File: config.mk
export PLATFORM = sky130hd
export DESIGN_NAME = http_token_list_search
export DESIGN_NICKNAME = d
export VERILOG_FILES = /design/src/hw/rtl/htls_pkg.sv /design/src/hw/rtl/htls_cfg_regs.sv /design/src/hw/rtl/htls_match.sv /design/src/hw/rtl/http_token_list_search.sv
export SDC_FILE = /design/constraint.sdc
export NUM_CORES = 1
export LEC_CHECK = 0
export BUFFER_PORTS_ARGS = -buffer_cell sky130_fd_sc_hd__clkbuf_2
export CAP_MARGIN = 20
export CORE_MARGIN = 1
export CORE_UTILIZATION = 25
export DETAILED_ROUTE_END_ITERATION = 7
export GPL_TIMING_DRIVEN = 0
export PLACE_DENSITY = 0.51
export REMOVE_ABC_BUFFERS = 1
export SETUP_SLACK_MARGIN = 0.15
export SYNTH_ARGS = -nofsm -noshare
export SYNTH_HDL_FRONTEND = slang
export SYNTH_SLANG_ARGS = --single-unit
File: constraint.sdc
create_clock -name clk -period 5.15 [get_ports clk]
set_input_delay 1.2875 -clock clk [delete_from_list [all_inputs] [get_ports clk]]
set_output_delay 1.2875 -clock clk [all_outputs]
set_load 0.02 [all_outputs]
File: src/hw/rtl/htls_pkg.sv
// Package for the HTTP token search block: shared widths, register indexes
// and the input beat type. No dependencies.
package htls_pkg;

  // Widths fixed by the register map and the beat fields.
  localparam int unsigned CFG_IDX_W  = 3;
  localparam int unsigned CFG_DATA_W = 64;
  localparam int unsigned LEN_W      = 6;
  localparam int unsigned BYTE_W     = 8;

  // Register indexes.
  localparam logic [CFG_IDX_W-1:0] REG_TOKEN_LENGTH = 3'd0;
  localparam logic [CFG_IDX_W-1:0] REG_TOKEN_WORD0  = 3'd1;

  // One input beat as held in the input register.
  typedef struct packed {
    logic [BYTE_W-1:0] text_byte;
    logic              byte_present;
    logic              end_of_text;
  } htls_beat_t;

endpackage

File: src/hw/rtl/htls_cfg_regs.sv
// Configuration registers of the token search: token length and token bytes.
// Depends on htls_pkg.
module htls_cfg_regs import htls_pkg::*; #(
  parameter int unsigned MAX_TOKEN_BYTES = 32
) (
  input  logic                          clk,
  input  logic                          rst_n,
  input  logic                          cfg_we,
  input  logic [CFG_IDX_W-1:0]          cfg_index,
  input  logic [CFG_DATA_W-1:0]         cfg_wdata,
  output logic [LEN_W-1:0]              token_len,
  output logic [MAX_TOKEN_BYTES*8-1:0]  token_bytes
);

  logic [LEN_W-1:0]             len_r;
  logic [MAX_TOKEN_BYTES*8-1:0] bytes_r;

  // Each stored byte belongs to one 64-bit word register; bytes beyond
  // the stored depth are dropped.
  always_ff @(posedge clk) begin
    if (!rst_n) begin
      len_r   <= LEN_W'(1);
      bytes_r <= '0;
    end else if (cfg_we) begin
      if (cfg_index == REG_TOKEN_LENGTH) begin
        len_r <= cfg_wdata[LEN_W-1:0];
      end
      for (int j = 0; j < int'(MAX_TOKEN_BYTES); j++) begin
        if (cfg_index == REG_TOKEN_WORD0 + CFG_IDX_W'(j / 8)) begin
          bytes_r[j*8 +: 8] <= cfg_wdata[(j % 8)*8 +: 8];
        end
      end
    end
  end

  assign token_len   = len_r;
  assign token_bytes = bytes_r;

endmodule

File: src/hw/rtl/htls_match.sv
// Per-byte match core: classes the byte, steps the run state and forms the
// found flag for a beat that ends the string. Depends on htls_pkg.
module htls_match import htls_pkg::*; #(
  parameter int unsigned MAX_TOKEN_BYTES = 32
) (
  input  logic                          clk,
  input  logic                          rst_n,
  input  logic                          step,
  input  htls_beat_t                    beat,
  input  logic [LEN_W-1:0]              token_len,
  input  logic [MAX_TOKEN_BYTES*8-1:0]  token_bytes,
  output logic                          found
);

  logic [LEN_W-1:0] pos_r, pos_nxt;
  logic             alive_r, alive_nxt;
  logic             prev_r, prev_nxt;
  logic             hit_r, hit_nxt;

  logic [LEN_W-1:0] pos_s, pos1;
  logic             alive_s, alive1, prev1, hit1;
  logic             is_tc, len_ok, cmp_ok;
  logic [7:0]       low, tok_byte, b;

  // RFC 2616 token character class.
  always_comb begin
    b = beat.text_byte;
    is_tc = 1'b1;
    if (b <= 8'd32 || b >= 8'd127) begin
      is_tc = 1'b0;
    end
    if (b == "(" || b == ")" || b == "<" || b == ">" || b == "@" || b == "," ||
        b == ";" || b == ":" || b == "\\" || b == "\"" || b == "/" || b == "[" ||
        b == "]" || b == "?" || b == "=" || b == "{" || b == "}") begin
      is_tc = 1'b0;
    end
    low = (b >= "A" && b <= "Z") ? b + 8'd32 : b;
  end

  assign len_ok  = (token_len >= LEN_W'(1)) && (token_len <= LEN_W'(MAX_TOKEN_BYTES));
  // A new run restarts the compare at position zero.
  assign pos_s   = prev_r ? pos_r : '0;
  assign alive_s = prev_r ? alive_r : 1'b1;

  // Select the token byte at the current position.
  always_comb begin
    tok_byte = '0;
    for (int j = 0; j < int'(MAX_TOKEN_BYTES); j++) begin
      if (pos_s == LEN_W'(j)) begin
        tok_byte = token_bytes[j*8 +: 8];
      end
    end
  end

  assign cmp_ok = len_ok && (pos_s < token_len) && (low == tok_byte);

  // State after the byte, then the end-of-string close and clear.
  always_comb begin
    pos1   = pos_r;
    alive1 = alive_r;
    prev1  = prev_r;
    hit1   = hit_r;
    if (beat.byte_present) begin
      if (is_tc) begin
        pos1   = (alive_s && cmp_ok) ? pos_s + LEN_W'(1) : pos_s;
        alive1 = alive_s && cmp_ok;
        prev1  = 1'b1;
      end else begin
        hit1   = hit_r | (prev_r && alive_r && len_ok && pos_r == token_len);
        alive1 = 1'b0;
        prev1  = 1'b0;
      end
    end
    found = hit1 | (prev1 && alive1 && len_ok && pos1 == token_len);
    if (beat.end_of_text) begin
      pos_nxt   = '0;
      alive_nxt = 1'b0;
      prev_nxt  = 1'b0;
      hit_nxt   = 1'b0;
    end else begin
      pos_nxt   = pos1;
      alive_nxt = alive1;
      prev_nxt  = prev1;
      hit_nxt   = hit1;
    end
  end

  always_ff @(posedge clk) begin
    if (!rst_n) begin
      pos_r   <= '0;
      alive_r <= 1'b0;
      prev_r  <= 1'b0;
      hit_r   <= 1'b0;
    end else if (step) begin
      pos_r   <= pos_nxt;
      alive_r <= alive_nxt;
      prev_r  <= prev_nxt;
      hit_r   <= hit_nxt;
    end
  end

endmodule

File: src/hw/rtl/http_token_list_search.sv
// The result of the beat that ends the string passes through the input register,
// then the result register, before it is offered at the output.
// Throughput: one byte per cycle unless the result side stalls; one run step per byte.
// Reset (rst_n low, synchronous): token length 1, token bytes 0, run state
// cleared, both pipeline registers empty.
module http_token_list_search import htls_pkg::*; #(
  parameter int unsigned MAX_TOKEN_BYTES = 32
) (
  input  logic                  clk,
  input  logic                  rst_n,
  input  logic                  in_tvalid,
  output logic                  in_tready,
  input  logic [7:0]            in_tdata,   // [7:0] text_byte
  input  logic                  in_tuser,   // [0] byte_present
  input  logic                  in_tlast,   // end_of_text
  output logic                  out_tvalid,
  input  logic                  out_tready,
  output logic [7:0]            out_tdata,  // [0] token_found, [7:1] zero
  input  logic                  cfg_we,
  input  logic [CFG_IDX_W-1:0]  cfg_index,
  input  logic [CFG_DATA_W-1:0] cfg_wdata
);

  logic [LEN_W-1:0]             token_len;
  logic [MAX_TOKEN_BYTES*8-1:0] token_bytes;
  htls_beat_t                   beat_r;
  logic                         beat_v_r;
  logic                         out_v_r;
  logic                         found_r;
  logic                         found;
  logic                         advance;

  htls_cfg_regs #(.MAX_TOKEN_BYTES(MAX_TOKEN_BYTES)) u_cfg (
    .clk        (clk),
    .rst_n      (rst_n),
    .cfg_we     (cfg_we),
    .cfg_index  (cfg_index),
    .cfg_wdata  (cfg_wdata),
    .token_len  (token_len),
    .token_bytes(token_bytes)
  );

  // The pipeline moves whenever the result register is free or being drained.
  assign advance   = !out_v_r || out_tready;
  assign in_tready = !beat_v_r || advance;

  htls_match #(.MAX_TOKEN_BYTES(MAX_TOKEN_BYTES)) u_match (
    .clk        (clk),
    .rst_n      (rst_n),
    .step       (beat_v_r && advance),
    .beat       (beat_r),
    .token_len  (token_len),
    .token_bytes(token_bytes),
    .found      (found)
  );

  // Input register.
  always_ff @(posedge clk) begin
    if (!rst_n) begin
      beat_v_r <= 1'b0;
    end else if (in_tready) begin
      beat_v_r <= in_tvalid;
    end
  end

  always_ff @(posedge clk) begin
    if (in_tready && in_tvalid) begin
      beat_r.text_byte    <= in_tdata;
      beat_r.byte_present <= in_tuser;
      beat_r.end_of_text  <= in_tlast;
    end
  end

  // Result register: loaded by the beat that ends the string.
  always_ff @(posedge clk) begin
    if (!rst_n) begin
      out_v_r <= 1'b0;
    end else if (advance) begin
      out_v_r <= beat_v_r && beat_r.end_of_text;
    end
  end

  always_ff @(posedge clk) begin
    if (advance && beat_v_r && beat_r.end_of_text) begin
      found_r <= found;
    end
  end

  assign out_tvalid = out_v_r;
  assign out_tdata  = {7'd0, found_r};

endmodule

==> results.py <==
metrics = {
    "die": {
        "ios": 92,
        "core_um2": 61700,
        "die_x_um": 252,
        "fp.dieH_um": 252,
        "dieArea_um2": 63400,
        "initial_core_util": 0.253,
        "row_count": 91,
    },
    "routing": {
        "ant_nets": 0,
        "drtPass1Iterations": 7,
        "post-route-drc-count": 0,
        "wl_per_cell_um": 24.8,
        "wl_um": 71700,
        "dr_total_vias": 15651,
        "viasPerCell": 5.42,
        "drtIter0Drc": 1728,
    },
    "global_routing": {
        "grt_max_degree": 151,
        "antenna_found_initial": 2,
        "grt_usage": 0.222,
        "grt_pass1_vias": 14969,
        "overflow": 0,
        "grt_pass1_wl_um": 104000,
    },
    "clocking": {
        "htreeDepth": 2,
        "cts_sinks": 284,
        "clk_root_buffer_cell": "clkbuf_16",
        "tritoncts": "done",
        "cts_max_path_buffers": 3,
        "numCtsBuffers": 36,
        "clk_latency_ns": 0.57,
        "clk_pin_slew_ns": 0.06,
    },
    "setup_path": {
        "cp.arrival_ns": 5.31,
        "crit_family": "simple AND/OR/NAND/NOR gates",
        "critPathKind": "reg2reg",
        "slowest_delay_ns": 0.86,
        "worstPathRequired_ns": 5.62,
        "worst-path-buf-inv": 3,
        "worst-path-max-fanout": 19,
        "startpoint_type": "flop",
        "crit_path_end_kind": "flop",
        "critPathSlowestCell": "or3b_2",
        "worstPathCellList": "or3b_2 > nor2_1 > buf_6 > a222oi_1 > o211a_1 > o22ai_1 > or3_1 > nand4_1 > nor4_4 > nand3_4 > clkbuf_2 > buf_4 > mux2i_1 > a21o_1 > a21boi_0",
    },
    "timing": {
        "rsz0062_at_grt": "no",
        "hold_viol": 0,
        "final.min_clock_period_ns": 4.85,
        "setup_ws_ns": 0.301,
        "worst_pin_slew_ns": 1.23,
        "finalCritPeriodShare": 0.941,
        "finalMaxSlewViolations": 0,
        "fin_skew_ns": 0.0305,
        "slew_headroom": 0.177,
        "setup_viol": 0,
        "fmax_ghz": 0.206,
    },
    "placed_design": {
        "pre_cts_ws_ns": -1.97,
        "dp_hpwl_um": 48500,
        "place.gp.congestion": 0.964,
        "post_dp_cell_area_um2": 16800,
        "io_buffers": 84,
    },
    "final_layout": {
        "antennaDiodeCount": 0,
        "area_growth_pct": 18.8,
        "nFillCells": 6677,
        "nNetsFinal": 2120,
        "fin_area_um2": 18500,
        "drive_gt1_frac": 0.144,
    },
    "pwr": {
        "ir_worst_vdd_v": 0.000175,
        "p_per_area_nw_per_um2": 285,
        "p_leak_uw": 0.00626,
    },
    "logic_synthesis": {
        "synth_cell_types": 104,
        "ys.flop_type": "dfxtp_1",
        "avgSynthCellArea_um2": 7.75,
        "yosysWarnings": 0,
        "async_reset_ff_frac": 0,
        "syn_inst": 2013,
        "synth_area_leaders": "dfxtp_1 (35%), nand2_1 (14%), a21boi_0 (13%), clkbuf_1 (2.6%), edfxtp_1 (2.1%)",
        "seq_area_frac_synth": 0.372,
        "synth_top_area_cell": "dfxtp_1",
        "synth-edff-count": 11,
        "synth_top_area_share": 0.350,
        "netlist_area_um2": 15600,
        "synth-seq-cells": 284,
    },
    "worst_hold_path": {
        "hold_path_class": "reg2reg",
    },
    "flow_run": {
        "max_cap_viol_count": 0,
    },
    "outcome": {
        "status": "finished, final reports clean",
    },
}
-- worst min-delay path: cells and delay by family (launching register included) --
kind	cells	cell delay, ns
AO/OA/AOI/OAI	1	0.06
flip-flops	1	0.30
AND/OR/NAND/NOR	1	0.04
-- layout make-up --
class	count	area, um^2	area share
Multi-Input combinational cell	1538	9220	0.498
Sequential cell	284	5810	0.313
Timing Repair Buffer	140	1120	0.0606
Tap cell	837	1050	0.0565
Clock buffer	49	990	0.0534
Clock inverter	14	226	0.0122
Inverter	28	115	0.00621
-- cells in the final DEF (no fill, tap or decap), types with 9 or more instances in the layout --
cell,synthesis,routed
a22oi_1,13,13
o21ai_0,49,49
nor3_1,24,23
and2_1,15,11
o221ai_1,11,11
inv_1,26,25
a21boi_0,265,265
nand2b_1,17,16
buf_8,0,9
buf_4,22,29
o2111ai_1,11,11
a211oi_1,17,17
nor4_1,15,15
nand3_1,41,38
edfxtp_1,11,11
a31oi_1,15,14
nand4_1,21,21
clkbuf_1,106,9
a221oi_1,11,11
a21oi_1,58,58
nor2b_1,12,12
o21a_1,9,9
a2111oi_0,9,9
o211ai_1,30,30
o22ai_1,22,21
or3_1,11,11
mux2i_1,10,10
nand2_1,587,584
clkbuf_2,1,84
nor2_4,0,9
nor2_1,71,59
clkbuf_16,0,36
dfxtp_1,273,267
-- path summary, 6_finish.rpt --
| kind | from | to | slack (ns) | cells past startpoint |
|---|---|---|---|---|
| max reg2reg | u_match.pos_r[5] | u_match.pos_r[0] | 0.30 | 15 |
| min reg2reg | u_cfg.token_bytes[238] | u_cfg.token_bytes[238] | 0.46 | 2 |
| max | u_match.pos_r[5] | u_match.pos_r[0] | 0.30 | 15 |
| min | u_cfg.token_bytes[238] | u_cfg.token_bytes[238] | 0.46 | 2 |
-- timing repair --
action | CTS | global route
endpoints found under the setup margin | 8 | 6
hold buffers | 0 | 0
pin swaps | 8 | 3
resized for setup | 56 | 9
setup buffers | 28 | 4
-- routing by layer --
layer  wire length [um]  part of all wire  GRT usage
met1              30500              0.43      0.290
met2              32100              0.45      0.351
met3               6280             0.088     0.0560
met4               2760             0.039     0.0845
met5                  9           0.00013          0
-- cells in the mapped netlist, types with 5 or more instances --
cell and count:
nand2_1 587, dfxtp_1 273, a21boi_0 265, clkbuf_1 106, nor2_1 71, a21oi_1 58, o21ai_0 49, nand3_1 41
o211ai_1 30, inv_1 26, nor3_1 24, buf_2 22, buf_4 22, o22ai_1 22, nand4_1 21, a211oi_1 17
nand2b_1 17, a31oi_1 15, and2_1 15, nor4_1 15, a22oi_1 13, nor2b_1 12, a221oi_1 11, edfxtp_1 11
o2111ai_1 11, o221ai_1 11, or3_1 11, and3_1 10, buf_1 10, ha_1 10, mux2i_1 10, a2111oi_0 9
o21a_1 9, buf_6 8, a21o_1 7, xnor2_1 7, a211o_1 6, a32oi_1 6, o2bb2ai_1 6, xor2_1 5
-- metrics by stage --
step	utilization	cells	power (uW)	hold slack (ns)	TNS (ns)
6_report	0.300	2890	5290	0.462	0
2_1_floorplan	-	1850	2480	0.438	-3.07
5_1_grt	0.300	2890	5460	0.482	0
3_5_place_dp	0.272	2794	2670	0.456	-13.06
3_3_place_gp	0.264	2771	2670	0.453	-114.67
4_1_cts	0.299	2885	5330	0.465	0
-- flip-flops by register name (all words and copies together), names as in the netlist --
signal             count
u_match.hit_r          1
u_cfg.token_len        6
beat_r                10
out_tvalid             1
beat_v_r               1
u_match.prev_r         1
u_cfg.token_bytes    256
u_match.alive_r        1
found_r                1
u_match.pos_r          6
-- power by group --
part / internal [uW] / switching (uW) / leakage (uW)
combinational: 116 / 204 / 0.00334
sequential: 2260 / 45.8 / 0.00232
clock: 1610 / 1060 / 0.000599
total: 3980 / 1310 / 0.00626
-- logic make-up after synthesis --
family,synth area share
and+or+nand+nor,0.259
AOI/OAI and AO/OA,0.287
DFF,0.372
buffers and inverters,0.0584
muxes,0.00882
xor gates and xnor gates,0.00674
adders and majority gates,0.00802
other,0.000240
(Power assumes the default switching activity.)
